==> config.mk <==
export PLATFORM = sky130hd
export DESIGN_NAME = line_frame_accumulator
export DESIGN_NICKNAME = d
export VERILOG_FILES = /design/src/rtl/lfa_pkg.sv /design/src/rtl/line_frame_accumulator.sv /design/src/rtl/lfa_ram.sv /design/src/rtl/lfa_cfg_regs.sv /design/src/rtl/lfa_prefix_cmp.sv
export VERILOG_INCLUDE_DIRS = /design/src /design/src/rtl
export SDC_FILE = /design/constraint.sdc
export NUM_CORES = 1
export LEC_CHECK = 0
export BUFFER_PORTS_ARGS = -buffer_cell sky130_fd_sc_hd__buf_2
export CAP_MARGIN = 20
export CORE_MARGIN = 2
export CORE_UTILIZATION = 35
export CTS_CLUSTER_DIAMETER = 200
export DETAILED_ROUTE_END_ITERATION = 6
export GPL_TIMING_DRIVEN = 0
export PLACE_DENSITY_LB_ADDON = 0.2
export SETUP_SLACK_MARGIN = 0.3
export SKIP_CTS_REPAIR_TIMING = 1
export SYNTH_ARGS = -nofsm -noshare
export SYNTH_HDL_FRONTEND = slang
export SYNTH_SLANG_ARGS = --single-unit
==> constraint.sdc <==
create_clock -name clk -period 4.39 [get_ports clk]
set_input_delay 0.2195 -clock clk [delete_from_list [all_inputs] [get_ports clk]]
set_output_delay 0.2195 -clock clk [all_outputs]
set_load 0.02 [all_outputs]
==> src/rtl/line_frame_accumulator_assert.svh <==
// ----------------------------------------------------------------------------
// Assertion macros for the line frame accumulator
// Clocked on clk and disabled during rst. The macros expand to nothing
// when SYNTHESIS is defined.
// ----------------------------------------------------------------------------
`ifndef LINE_FRAME_ACCUMULATOR_ASSERT_SVH
`define LINE_FRAME_ACCUMULATOR_ASSERT_SVH

`ifndef SYNTHESIS
// same-cycle implication
`define LFA_ASSERT_IMPLIES(label, ante, cons, msg) \
  label: assert property (@(posedge clk) disable iff (rst) (ante) |-> (cons)) \
    else $error(msg);
// next-cycle implication
`define LFA_ASSERT_NEXT(label, ante, cons, msg) \
  label: assert property (@(posedge clk) disable iff (rst) (ante) |=> (cons)) \
    else $error(msg);
`else
`define LFA_ASSERT_IMPLIES(label, ante, cons, msg)
`define LFA_ASSERT_NEXT(label, ante, cons, msg)
`endif

`endif

==> src/rtl/lfa_pkg.sv <==
`timescale 1ns / 1ps
// ----------------------------------------------------------------------------
// lfa_pkg
// Shared types and constants for the line frame accumulator.
// ----------------------------------------------------------------------------
package lfa_pkg;

  // line store geometry
  localparam int FRAME_CAPACITY = 64;
  localparam int ADDR_W         = $clog2(FRAME_CAPACITY);
  localparam int CNT_W          = ADDR_W;

  // prefix compare
  localparam int PREFIX_BYTES = 8;
  localparam int PFX_IDX_W    = $clog2(PREFIX_BYTES);

  // configuration port
  localparam int PADDR_W = 6;
  localparam int PDATA_W = 64;

  // register indexes (byte address / 8)
  localparam logic [2:0] REG_QUERY_PREFIX     = 3'd0;
  localparam logic [2:0] REG_QUERY_PREFIX_LEN = 3'd1;
  localparam logic [2:0] REG_SYNC_PREFIX      = 3'd2;
  localparam logic [2:0] REG_SYNC_PREFIX_LEN  = 3'd3;
  localparam logic [2:0] REG_TIMEOUT_TICKS    = 3'd4;

  // register reset values
  localparam logic [63:0] QUERY_PREFIX_RST     = 64'd250086510672;
  localparam logic [3:0]  QUERY_PREFIX_LEN_RST = 4'd5;
  localparam logic [63:0] SYNC_PREFIX_RST      = 64'd64022180483152;
  localparam logic [3:0]  SYNC_PREFIX_LEN_RST  = 4'd6;
  localparam logic [15:0] TIMEOUT_TICKS_RST    = 16'd50;

  // item kinds
  localparam logic FUNC_BYTE = 1'b0;
  localparam logic FUNC_TICK = 1'b1;

  // frame classes
  localparam logic [1:0] KIND_TOKEN = 2'd0;
  localparam logic [1:0] KIND_QUERY = 2'd1;
  localparam logic [1:0] KIND_SYNC  = 2'd2;

  // special bytes
  localparam logic [7:0] LF_BYTE = 8'h0A;
  localparam logic [7:0] CR_BYTE = 8'h0D;

  typedef struct packed {
    logic       func;
    logic [7:0] rx_byte;
  } in_t;

  typedef struct packed {
    logic [7:0] data_byte;
    logic [1:0] frame_kind;
    logic [5:0] frame_length;
    logic       last_flag;
  } out_t;

  typedef struct packed {
    logic [63:0] query_prefix;
    logic [3:0]  query_prefix_length;
    logic [63:0] sync_prefix;
    logic [3:0]  sync_prefix_length;
    logic [15:0] timeout_ticks;
  } cfg_t;

  // one compare step towards the prefix matchers
  typedef struct packed {
    logic                 valid;
    logic [PFX_IDX_W-1:0] idx;
    logic                 in_frame;
    logic [7:0]           data;
  } cmp_step_t;

endpackage

==> src/rtl/line_frame_accumulator.sv <==
`timescale 1ns / 1ps
// ----------------------------------------------------------------------------
// line_frame_accumulator
// Collects received bytes into lines and emits each closed frame byte by
// byte with its class, length and a last marker.
//
// Input channel (in_valid/in_stall/in_data): one transaction is either a
// received byte or one time tick. A line feed closes the frame (a carriage
// return just before it is dropped); a non-empty frame also closes after
// timeout_ticks ticks without a byte. Bytes past capacity minus one are lost.
// Output channel (out_valid/out_stall/out_data): one transaction per frame
// byte, in order, kind and length repeated on each, last_flag on the final.
// A byte or tick that does not close a frame leaves in_stall low.
// A closing transaction holds in_stall through classify (one line store
// read per prefix position) and emit (one store read per frame byte),
// as the line store has a single read port; out_stall lengthens emit.
// The first frame byte is read from the store once emit is entered.
// Reset (rst, synchronous) empties the frame and restores the register
// defaults; the line store itself needs no clearing.
// Configuration: APB-style, 64-bit registers at byte addresses 8*i.
// ----------------------------------------------------------------------------
module line_frame_accumulator (
  input  logic                        clk,
  input  logic                        rst,
  input  logic                        in_valid,
  output logic                        in_stall,
  input  lfa_pkg::in_t                in_data,
  output logic                        out_valid,
  input  logic                        out_stall,
  output lfa_pkg::out_t               out_data,
  input  logic                        psel,
  input  logic                        penable,
  input  logic                        pwrite,
  input  logic [lfa_pkg::PADDR_W-1:0] paddr,
  input  logic [lfa_pkg::PDATA_W-1:0] pwdata,
  output logic [lfa_pkg::PDATA_W-1:0] prdata,
  output logic                        pready
);
  import lfa_pkg::*;

`include "line_frame_accumulator_assert.svh"

  typedef enum logic [2:0] {
    ST_IDLE  = 3'b001,
    ST_CLASS = 3'b010,
    ST_EMIT  = 3'b100
  } state_t;

  localparam logic [CNT_W-1:0] FILL_MAX = CNT_W'(FRAME_CAPACITY - 1);

  state_t           state, state_next;
  cfg_t             cfg;
  logic [CNT_W-1:0] fill_count, fill_count_next;
  logic [15:0]      idle_ticks, idle_ticks_next;
  logic [15:0]      idle_inc;
  logic [7:0]       last_byte, last_byte_next;
  logic [CNT_W-1:0] frame_len, frame_len_next;
  logic [CNT_W-1:0] close_len;
  logic [PFX_IDX_W:0] cls_idx, cls_idx_next;
  logic [CNT_W-1:0] rd_idx, rd_idx_next;
  logic             out_valid_next;
  logic             last_q, last_q_next;
  logic             cmp_clear;
  cmp_step_t        cmp_step;
  logic             cmp_valid, cmp_valid_next;
  logic [PFX_IDX_W-1:0] cmp_idx, cmp_idx_next;
  logic             cmp_in_frame, cmp_in_frame_next;
  logic             query_match, sync_match;
  logic [1:0]       kind;
  logic             in_fire;
  logic             advance;
  logic             strip_cr;

  // store ports
  logic             ram_we;
  logic             ram_re;
  logic [ADDR_W-1:0] ram_raddr;
  logic [7:0]       ram_rdata;

  lfa_cfg_regs u_cfg (
    .clk     (clk),
    .rst     (rst),
    .psel    (psel),
    .penable (penable),
    .pwrite  (pwrite),
    .paddr   (paddr),
    .pwdata  (pwdata),
    .prdata  (prdata),
    .pready  (pready),
    .cfg     (cfg)
  );

  lfa_ram #(
    .WIDTH (8),
    .DEPTH (FRAME_CAPACITY)
  ) u_line_store (
    .clk   (clk),
    .we    (ram_we),
    .waddr (ADDR_W'(fill_count)),
    .wdata (in_data.rx_byte),
    .re    (ram_re),
    .raddr (ram_raddr),
    .rdata (ram_rdata)
  );

  lfa_prefix_cmp u_query_cmp (
    .clk           (clk),
    .rst           (rst),
    .clear         (cmp_clear),
    .step          (cmp_step),
    .prefix        (cfg.query_prefix),
    .prefix_length (cfg.query_prefix_length),
    .match         (query_match)
  );

  lfa_prefix_cmp u_sync_cmp (
    .clk           (clk),
    .rst           (rst),
    .clear         (cmp_clear),
    .step          (cmp_step),
    .prefix        (cfg.sync_prefix),
    .prefix_length (cfg.sync_prefix_length),
    .match         (sync_match)
  );

  // handshake
  assign in_stall = (state != ST_IDLE);
  assign in_fire  = in_valid && !in_stall;
  assign advance  = !out_valid || !out_stall;

  assign idle_inc  = (idle_ticks != 16'hFFFF) ? idle_ticks + 16'd1 : idle_ticks;
  assign strip_cr  = (fill_count != '0) && (last_byte == CR_BYTE);
  assign close_len = strip_cr ? fill_count - CNT_W'(1) : fill_count;

  // frame class, stable once classify is over
  always_comb begin
    if (query_match) begin
      kind = KIND_QUERY;
    end else if (sync_match) begin
      kind = KIND_SYNC;
    end else begin
      kind = KIND_TOKEN;
    end
  end

  // sequencer: accumulate, classify, emit
  always_comb begin
    state_next        = state;
    fill_count_next   = fill_count;
    idle_ticks_next   = idle_ticks;
    last_byte_next    = last_byte;
    frame_len_next    = frame_len;
    cls_idx_next      = cls_idx;
    rd_idx_next       = rd_idx;
    out_valid_next    = out_valid;
    last_q_next       = last_q;
    cmp_clear         = 1'b0;
    ram_we            = 1'b0;
    ram_re            = 1'b0;
    ram_raddr         = ADDR_W'(rd_idx);
    cmp_valid_next    = 1'b0;
    cmp_idx_next      = '0;
    cmp_in_frame_next = 1'b0;

    unique case (state)
      ST_IDLE: begin
        if (in_fire) begin
          if (in_data.func == FUNC_TICK) begin
            if (fill_count != '0) begin
              idle_ticks_next = idle_inc;
              if (idle_inc >= cfg.timeout_ticks) begin
                frame_len_next  = fill_count;
                fill_count_next = '0;
                idle_ticks_next = '0;
                cls_idx_next    = '0;
                cmp_clear       = 1'b1;
                state_next      = ST_CLASS;
              end
            end
          end else begin
            idle_ticks_next = '0;
            if (in_data.rx_byte == LF_BYTE) begin
              fill_count_next = '0;
              if (close_len != '0) begin
                frame_len_next = close_len;
                cls_idx_next   = '0;
                cmp_clear      = 1'b1;
                state_next     = ST_CLASS;
              end
            end else if (fill_count < FILL_MAX) begin
              ram_we          = 1'b1;
              fill_count_next = fill_count + CNT_W'(1);
              last_byte_next  = in_data.rx_byte;
            end
          end
        end
      end

      ST_CLASS: begin
        // read prefix positions; the compare follows in the next cycle, on the registered read data
        if (!cls_idx[PFX_IDX_W]) begin
          ram_re            = 1'b1;
          ram_raddr         = ADDR_W'(cls_idx[PFX_IDX_W-1:0]);
          cmp_valid_next    = 1'b1;
          cmp_idx_next      = cls_idx[PFX_IDX_W-1:0];
          cmp_in_frame_next = 32'(cls_idx[PFX_IDX_W-1:0]) < 32'(frame_len);
          cls_idx_next      = cls_idx + (PFX_IDX_W+1)'(1);
        end else begin
          rd_idx_next = '0;
          state_next  = ST_EMIT;
        end
      end

      ST_EMIT: begin
        // one store read per accepted output transaction
        if (advance) begin
          if (rd_idx != frame_len) begin
            ram_re         = 1'b1;
            ram_raddr      = ADDR_W'(rd_idx);
            out_valid_next = 1'b1;
            last_q_next    = (rd_idx == frame_len - CNT_W'(1));
            rd_idx_next    = rd_idx + CNT_W'(1);
          end else begin
            out_valid_next = 1'b0;
            state_next     = ST_IDLE;
          end
        end
      end

      default: state_next = ST_IDLE;
    endcase
  end

  // control registers
  always_ff @(posedge clk) begin
    if (rst) begin
      state      <= ST_IDLE;
      fill_count <= '0;
      idle_ticks <= '0;
      cls_idx    <= '0;
      rd_idx     <= '0;
      out_valid  <= 1'b0;
      cmp_valid  <= 1'b0;
    end else begin
      state      <= state_next;
      fill_count <= fill_count_next;
      idle_ticks <= idle_ticks_next;
      cls_idx    <= cls_idx_next;
      rd_idx     <= rd_idx_next;
      out_valid  <= out_valid_next;
      cmp_valid  <= cmp_valid_next;
    end
  end

  // payload registers
  always_ff @(posedge clk) begin
    last_byte    <= last_byte_next;
    frame_len    <= frame_len_next;
    last_q       <= last_q_next;
    cmp_idx      <= cmp_idx_next;
    cmp_in_frame <= cmp_in_frame_next;
  end

  // compare data comes straight from the store read register
  assign cmp_step = {cmp_valid, cmp_idx, cmp_in_frame, ram_rdata};

  // output transaction
  assign out_data.data_byte    = ram_rdata;
  assign out_data.frame_kind   = kind;
  assign out_data.frame_length = 6'(frame_len);
  assign out_data.last_flag    = last_q;

  `LFA_ASSERT_IMPLIES(a_idle_no_output, !in_stall, !out_valid,
                      "output valid while accepting input")
  `LFA_ASSERT_IMPLIES(a_fill_bound, 1'b1, fill_count <= FILL_MAX,
                      "line store fill beyond capacity")
  `LFA_ASSERT_NEXT(a_frame_ends, out_valid && out_data.last_flag && !out_stall,
                   !out_valid, "output continues after last byte")
  `LFA_ASSERT_NEXT(a_frame_continues, out_valid && !out_data.last_flag && !out_stall,
                   out_valid, "gap inside a frame")

endmodule

==> src/rtl/lfa_ram.sv <==
`timescale 1ns / 1ps
// ----------------------------------------------------------------------------
// lfa_ram
// Generic simple dual-port RAM: one write port, one read port with
// registered read data that holds while no read is issued.
// ----------------------------------------------------------------------------
module lfa_ram #(
  parameter int WIDTH = 8,
  parameter int DEPTH = 64
) (
  input  logic                     clk,
  input  logic                     we,
  input  logic [$clog2(DEPTH)-1:0] waddr,
  input  logic [WIDTH-1:0]         wdata,
  input  logic                     re,
  input  logic [$clog2(DEPTH)-1:0] raddr,
  output logic [WIDTH-1:0]         rdata
);

  logic [WIDTH-1:0] mem [DEPTH];

  // write port
  always_ff @(posedge clk) begin
    if (we) begin
      mem[waddr] <= wdata;
    end
  end

  // registered read port
  always_ff @(posedge clk) begin
    if (re) begin
      rdata <= mem[raddr];
    end
  end

endmodule

==> src/rtl/lfa_cfg_regs.sv <==
`timescale 1ns / 1ps
// ----------------------------------------------------------------------------
// lfa_cfg_regs
// APB-style register bank: prefixes, prefix lengths and idle timeout.
// ----------------------------------------------------------------------------
module lfa_cfg_regs (
  input  logic                        clk,
  input  logic                        rst,
  input  logic                        psel,
  input  logic                        penable,
  input  logic                        pwrite,
  input  logic [lfa_pkg::PADDR_W-1:0] paddr,
  input  logic [lfa_pkg::PDATA_W-1:0] pwdata,
  output logic [lfa_pkg::PDATA_W-1:0] prdata,
  output logic                        pready,
  output lfa_pkg::cfg_t               cfg
);
  import lfa_pkg::*;

  logic       wr_en;
  logic [2:0] reg_idx;

  assign pready  = 1'b1;
  assign wr_en   = psel && penable && pwrite;
  assign reg_idx = paddr[5:3];

  // register writes
  always_ff @(posedge clk) begin
    if (rst) begin
      cfg.query_prefix        <= QUERY_PREFIX_RST;
      cfg.query_prefix_length <= QUERY_PREFIX_LEN_RST;
      cfg.sync_prefix         <= SYNC_PREFIX_RST;
      cfg.sync_prefix_length  <= SYNC_PREFIX_LEN_RST;
      cfg.timeout_ticks       <= TIMEOUT_TICKS_RST;
    end else if (wr_en) begin
      unique case (reg_idx)
        REG_QUERY_PREFIX:     cfg.query_prefix        <= pwdata;
        REG_QUERY_PREFIX_LEN: cfg.query_prefix_length <= pwdata[3:0];
        REG_SYNC_PREFIX:      cfg.sync_prefix         <= pwdata;
        REG_SYNC_PREFIX_LEN:  cfg.sync_prefix_length  <= pwdata[3:0];
        REG_TIMEOUT_TICKS:    cfg.timeout_ticks       <= pwdata[15:0];
        default: ;
      endcase
    end
  end

  // read-back mux
  always_comb begin
    unique case (reg_idx)
      REG_QUERY_PREFIX:     prdata = cfg.query_prefix;
      REG_QUERY_PREFIX_LEN: prdata = 64'(cfg.query_prefix_length);
      REG_SYNC_PREFIX:      prdata = cfg.sync_prefix;
      REG_SYNC_PREFIX_LEN:  prdata = 64'(cfg.sync_prefix_length);
      REG_TIMEOUT_TICKS:    prdata = 64'(cfg.timeout_ticks);
      default:              prdata = '0;
    endcase
  end

endmodule

==> src/rtl/lfa_prefix_cmp.sv <==
`timescale 1ns / 1ps
// ----------------------------------------------------------------------------
// lfa_prefix_cmp
// Byte-serial prefix matcher with zero-terminated string semantics.
// Takes one frame byte per step; the verdict settles on the first
// mismatch, on a shared zero byte, or on the position past the frame.
// ----------------------------------------------------------------------------
module lfa_prefix_cmp (
  input  logic               clk,
  input  logic               rst,
  input  logic               clear,
  input  lfa_pkg::cmp_step_t step,
  input  logic [63:0]        prefix,
  input  logic [3:0]         prefix_length,
  output logic               match
);
  import lfa_pkg::*;

  logic       done;
  logic       result;
  logic [3:0] eff_len;
  logic [7:0] a_byte;
  logic [7:0] b_byte;
  logic       in_range;

  // lengths above the prefix width clamp to it
  assign eff_len  = (prefix_length > 4'(PREFIX_BYTES)) ? 4'(PREFIX_BYTES) : prefix_length;
  assign in_range = ({1'b0, step.idx} < eff_len);
  assign a_byte   = step.in_frame ? step.data : 8'h00;
  assign b_byte   = prefix[{step.idx, 3'b000} +: 8];

  always_ff @(posedge clk) begin
    if (rst) begin
      done   <= 1'b0;
      result <= 1'b1;
    end else if (clear) begin
      done   <= 1'b0;
      result <= 1'b1;
    end else if (step.valid && !done && in_range) begin
      if (a_byte != b_byte) begin
        done   <= 1'b1;
        result <= 1'b0;
      end else if (a_byte == 8'h00 || !step.in_frame) begin
        done   <= 1'b1;
        result <= 1'b1;
      end
    end
  end

  // undecided after all positions counts as a match
  assign match = !done || result;

endmodule
==> metrics.txt <==
# TYPE chip_impl_metric gauge
chip_impl_metric{name="place_area",unit="um^2"} 34400
chip_impl_metric{name="cpPeakStageDelay",unit="ns"} 0.75
chip_impl_metric{name="post_route_antenna_net_violation_count",unit=""} 0
chip_impl_metric{name="finalMaxSlewViolations",unit=""} 0
chip_impl_metric{name="layout.cell_area.non_filler",unit="um^2"} 37900
chip_impl_metric{name="async_reset_ff_share",unit="%"} 0
chip_impl_metric{name="overall_via_count_from_detail_route",unit=""} 24200
chip_impl_info{name="crit_slowest_cell",value="sky130_fd_sc_hd__clkbuf_1"} 1
chip_impl_info{name="synth_top_family_by_area",value="simple AND/OR/NAND/NOR gates"} 1
chip_impl_metric{name="worst_r2r_path_depth",unit=""} 10
chip_impl_metric{name="finalWirelength",unit="um"} 107000
chip_impl_metric{name="ir_worst_vdd",unit="V"} 0.000448
chip_impl_metric{name="synth.lib_cells_used.distinct",unit=""} 70
chip_impl_metric{name="die_h",unit="um"} 306
chip_impl_info{name="startpoint",value="state[1]"} 1
chip_impl_info{name="worstPathCellList",value="or4b_4 > buf_6 > mux2_2 > buf_2 > clkbuf_1 > nand2_1 > a31oi_1 > nand4_1 > a32o_1 > o41ai_2"} 1
chip_impl_metric{name="finalCriticalPeriod",unit="ns"} 4.02
chip_impl_metric{name="gr-usage-all-layers",unit="%"} 22.4
chip_impl_metric{name="core_area",unit="um^2"} 90300
chip_impl_metric{name="synth_fa_ha_area_share",unit="%"} 1.10
chip_impl_info{name="root_buffer",value="sky130_fd_sc_hd__clkbuf_16"} 1
chip_impl_metric{name="final_design_utilization",unit="%"} 41.9
chip_impl_metric{name="final.period_utilization",unit="%"} 91.5
chip_impl_metric{name="clock_sink_count",unit=""} 732
chip_impl_info{name="failing_checks",value="hold timing"} 1
chip_impl_metric{name="worst_slack",unit="ns"} 0.373
chip_impl_metric{name="routabilityCongestion",unit=""} 0.923
chip_impl_metric{name="tritoncts.num_buffers",unit=""} 82
chip_impl_metric{name="whs",unit="ns"} -0.0262
chip_impl_metric{name="post_synth_net_total",unit=""} 2973
chip_impl_metric{name="worst-slew-pin-transition",unit="ns"} 1.07
chip_impl_metric{name="die_area",unit="um^2"} 93800
chip_impl_metric{name="fin_skew",unit="ns"} 0.0260
chip_impl_metric{name="netlist_area",unit="um^2"} 32000
chip_impl_info{name="result_of_the_run",value="finished, violations left"} 1
chip_impl_metric{name="gate_count_post_synth",unit=""} 2859
chip_impl_metric{name="insertedDiodeCount",unit=""} 0
chip_impl_info{name="mostFrequentLayoutCells",value="sky130_fd_sc_hd__nand2_1, sky130_fd_sc_hd__edfxtp_1, sky130_fd_sc_hd__dfxtp_1, sky130_fd_sc_hd__buf_2, sky130_fd_sc_hd__nand3_1"} 1
chip_impl_info{name="mostFrequentLayoutCell",value="sky130_fd_sc_hd__nand2_1"} 1
chip_impl_info{name="critical_path_class",value="reg -> reg"} 1
chip_impl_metric{name="synth-compound-area-share",unit="%"} 8.99
chip_impl_metric{name="ff2ff_setup_slack",unit="ns"} 0.37
chip_impl_metric{name="drtPass1Iterations",unit=""} 6
chip_impl_metric{name="clk_path_buf_depth",unit=""} 3
chip_impl_info{name="rsz0062_at_grt",value="false"} 1
chip_impl_metric{name="worst-path-max-fanout",unit=""} 10
chip_impl_metric{name="clock_insertion_delay_at_the_later_pin_of_the_skew_report",unit="ns"} 0.66
chip_impl_metric{name="grt_start_max_net_pins",unit=""} 67
chip_impl_metric{name="cts.reportedPaths.clkPinSlew",unit="ns"} 0.06
chip_impl_metric{name="std_cell_rows",unit=""} 110
chip_impl_metric{name="ios",unit=""} 170
chip_impl_metric{name="post_synth_and_or_nand_nor_area_fraction",unit="%"} 17.8
chip_impl_metric{name="first_global_vias",unit=""} 23200
chip_impl_metric{name="dpl_worst_slack",unit="ns"} -0.147
chip_impl_metric{name="portBuffers",unit=""} 165
chip_impl_metric{name="design.final.nets",unit=""} 3297
chip_impl_info{name="endpoint_kind",value="flip-flop"} 1
chip_impl_metric{name="vias_per_cell",unit=""} 5.48
chip_impl_metric{name="endpoint_required_time_on_the_critical_path",unit="ns"} 4.77
chip_impl_metric{name="cp_data_arrival_time",unit="ns"} 4.40
chip_impl_info{name="tritoncts",value="yes"} 1
chip_impl_metric{name="drt-initial-drc-count",unit=""} 2524
chip_impl_metric{name="timing.final.setup_violations",unit=""} 0
chip_impl_metric{name="maxSlewHeadroom",unit="%"} 26.5
chip_impl_metric{name="xor_xnor_portion_of_the_synthesized_cell_area",unit="%"} 1.07
chip_impl_metric{name="die_x",unit="um"} 306
chip_impl_info{name="postSynth.topFlopCell",value="sky130_fd_sc_hd__edfxtp_1"} 1
chip_impl_metric{name="finalPower",unit="mW"} 14.7
chip_impl_metric{name="finalHoldViolations",unit=""} 1
chip_impl_info{name="worst_hold_path_type",value="in -> reg"} 1
chip_impl_info{name="critical_path.reg2reg.endpoint",value="u_line_store.rdata[4]"} 1
chip_impl_metric{name="initial_utilization",unit="%"} 35.4
chip_impl_metric{name="synth-edff-count",unit=""} 535
chip_impl_metric{name="drv_cap",unit=""} 0
chip_impl_metric{name="wl_per_cell",unit="um"} 24.3
chip_impl_metric{name="global_route_wire_length_before_repair",unit="um"} 156000
chip_impl_metric{name="hpwl_reported_at_the_end_of_detailed_placement",unit="um"} 74100
chip_impl_metric{name="drt_drc_violations_left",unit=""} 0
chip_impl_metric{name="cellLeakagePower",unit="nW"} 13.6
chip_impl_info{name="timing.critical_path.from_type",value="flip-flop"} 1
chip_impl_metric{name="achievable-frequency",unit="MHz"} 249
chip_impl_metric{name="synth.yosys.seq_area_share",unit="%"} 62.5
chip_impl_metric{name="power_per_cell_area",unit="nW/um^2"} 389
chip_impl_metric{name="syn_area_per_cell",unit="um^2"} 11.2
chip_impl_metric{name="yosys_register_bits",unit=""} 732
chip_impl_metric{name="cts.htree.levels",unit=""} 3
chip_impl_info{name="cp-endpoint",value="u_line_store.rdata[4]"} 1
chip_impl_metric{name="area_growth_from_synthesis_to_final_layout",unit="%"} 18.4
chip_impl_metric{name="ys.warnings.count",unit=""} 0
chip_impl_metric{name="grt-ovfl-total",unit=""} 0
chip_impl_info{name="critical_path.reg2reg.startpoint",value="state[1]"} 1
chip_impl_metric{name="antenna_found_initial",unit=""} 1
chip_impl_metric{name="muxShareOfSynthArea",unit="%"} 5.52
chip_impl_metric{name="layout-drive-gt1-share",unit="%"} 13.5
power by group:
group	total [mW]	switching, mW	leakage [nW]	internal, mW
sequential	7.45	0.0180	6.41	7.43
combinational	0.503	0.348	5.84	0.155
clock	6.77	2.92	1.31	3.85
total	14.7	3.29	13.6	11.4
worst min-delay path by stage:
stage	startpoint	end	cells past startpoint
floorplan	in_data[0]	last_byte[0]	0
global placement	u_cfg.cfg[82]	u_cfg.cfg[82]	2
detailed placement	u_cfg.cfg[43]	u_cfg.cfg[43]	2
CTS	pwdata[27]	u_cfg.cfg[115]	3
global route	in_data[8]	fill_count[2]	4
finish	in_data[8]	fill_count[2]	4
metrics by stage:
stage	hold slack [ns]	instances	TNS (ns)
final	-0.0262	4424	0
after global routing	0.00554	4424	0
after CTS	-0.217	4354	-0.727
after detailed placement	0.464	4205	-7.89
after global placement	0.455	4200	-129.01
after floorplan	0.318	2859	0
sequential cells by signal (all words and copies together) (netlist names):
signal,cells
cls_idx,4
cmp_idx,3
cmp_in_frame,1
cmp_valid,1
fill_count,6
frame_len,6
idle_ticks,16
last_byte,8
last_q,1
out_valid,1
rd_idx,6
state,3
u_cfg.cfg,152
u_line_store.mem,512
u_line_store.rdata,8
u_query_cmp.done,1
u_query_cmp.result,1
u_sync_cmp.done,1
u_sync_cmp.result,1
cells by family (layout without fill, tap and decap cells):
family | Yosys count | after routing
AOI/OAI and AO/OA | 436 | 436
xor gates and xnor gates | 39 | 39
adders and majority gates | 28 | 28
buffers and inverters | 210 | 599
DFF | 732 | 732
muxes | 127 | 127
other | 1 | 1
and+or+nand+nor | 1286 | 1286
per-layer routing:
metal	routed length, um	GRT usage (%)	up-vias
li1	-	-	11000
met1	44900	29.7	12000
met2	51200	37.1	977
met3	7180	3.30	210
met4	4010	8.48	2
met5	11	0	-
cell type report:
type / instances / area (um^2)
fill: 8640 / 52400
sequential: 732 / 20000
timing repair buffer: 240 / 1590
clock buffer: 98 / 2210
multi-input combinational: 1917 / 11200
tap: 1176 / 1470
clock inverter: 51 / 430
inverter: 36 / 135
buffer: 174 / 832
cell usage after synthesis, types with 8 or more instances:
library cell | number | area, um^2
sky130_fd_sc_hd__a2111oi_0 | 8 | 70.1
sky130_fd_sc_hd__a211oi_1 | 12 | 90.1
sky130_fd_sc_hd__a21oi_1 | 181 | 906
sky130_fd_sc_hd__a22o_1 | 54 | 473
sky130_fd_sc_hd__a22oi_1 | 22 | 165
sky130_fd_sc_hd__a31oi_1 | 34 | 213
sky130_fd_sc_hd__a32o_1 | 9 | 90.1
sky130_fd_sc_hd__a32oi_1 | 15 | 131
sky130_fd_sc_hd__and2_1 | 12 | 75.1
sky130_fd_sc_hd__and3_1 | 36 | 225
sky130_fd_sc_hd__buf_1 | 11 | 41.3
sky130_fd_sc_hd__buf_2 | 24 | 120
sky130_fd_sc_hd__buf_4 | 13 | 97.6
sky130_fd_sc_hd__buf_6 | 13 | 146
sky130_fd_sc_hd__clkbuf_1 | 113 | 424
sky130_fd_sc_hd__dfxtp_1 | 197 | 3940
sky130_fd_sc_hd__edfxtp_1 | 535 | 16100
sky130_fd_sc_hd__ha_1 | 28 | 350
sky130_fd_sc_hd__inv_1 | 36 | 135
sky130_fd_sc_hd__mux2i_1 | 81 | 811
sky130_fd_sc_hd__mux4_2 | 30 | 676
sky130_fd_sc_hd__nand2_1 | 724 | 2720
sky130_fd_sc_hd__nand2b_1 | 14 | 87.6
sky130_fd_sc_hd__nand3_1 | 185 | 926
sky130_fd_sc_hd__nand3b_1 | 44 | 330
sky130_fd_sc_hd__nand4_1 | 25 | 156
sky130_fd_sc_hd__nor2_1 | 170 | 638
sky130_fd_sc_hd__nor2b_1 | 11 | 68.8
sky130_fd_sc_hd__nor3_1 | 19 | 95.1
sky130_fd_sc_hd__nor4_1 | 8 | 50.1
sky130_fd_sc_hd__o21a_1 | 8 | 60.1
sky130_fd_sc_hd__o21ai_0 | 35 | 175
sky130_fd_sc_hd__o22ai_1 | 20 | 125
sky130_fd_sc_hd__xnor2_1 | 20 | 175
sky130_fd_sc_hd__xor2_1 | 19 | 166
critical path, delay by kind of cell, from the launching register on:
family | cells | cell delay (ns)
DFF | 1 | 0.40
AOI/OAI and AO/OA | 3 | 0.89
and+or+nand+nor | 3 | 0.83
muxes | 1 | 0.34
buffers and inverters | 3 | 1.25
Power figures use the tool's default switching activity.
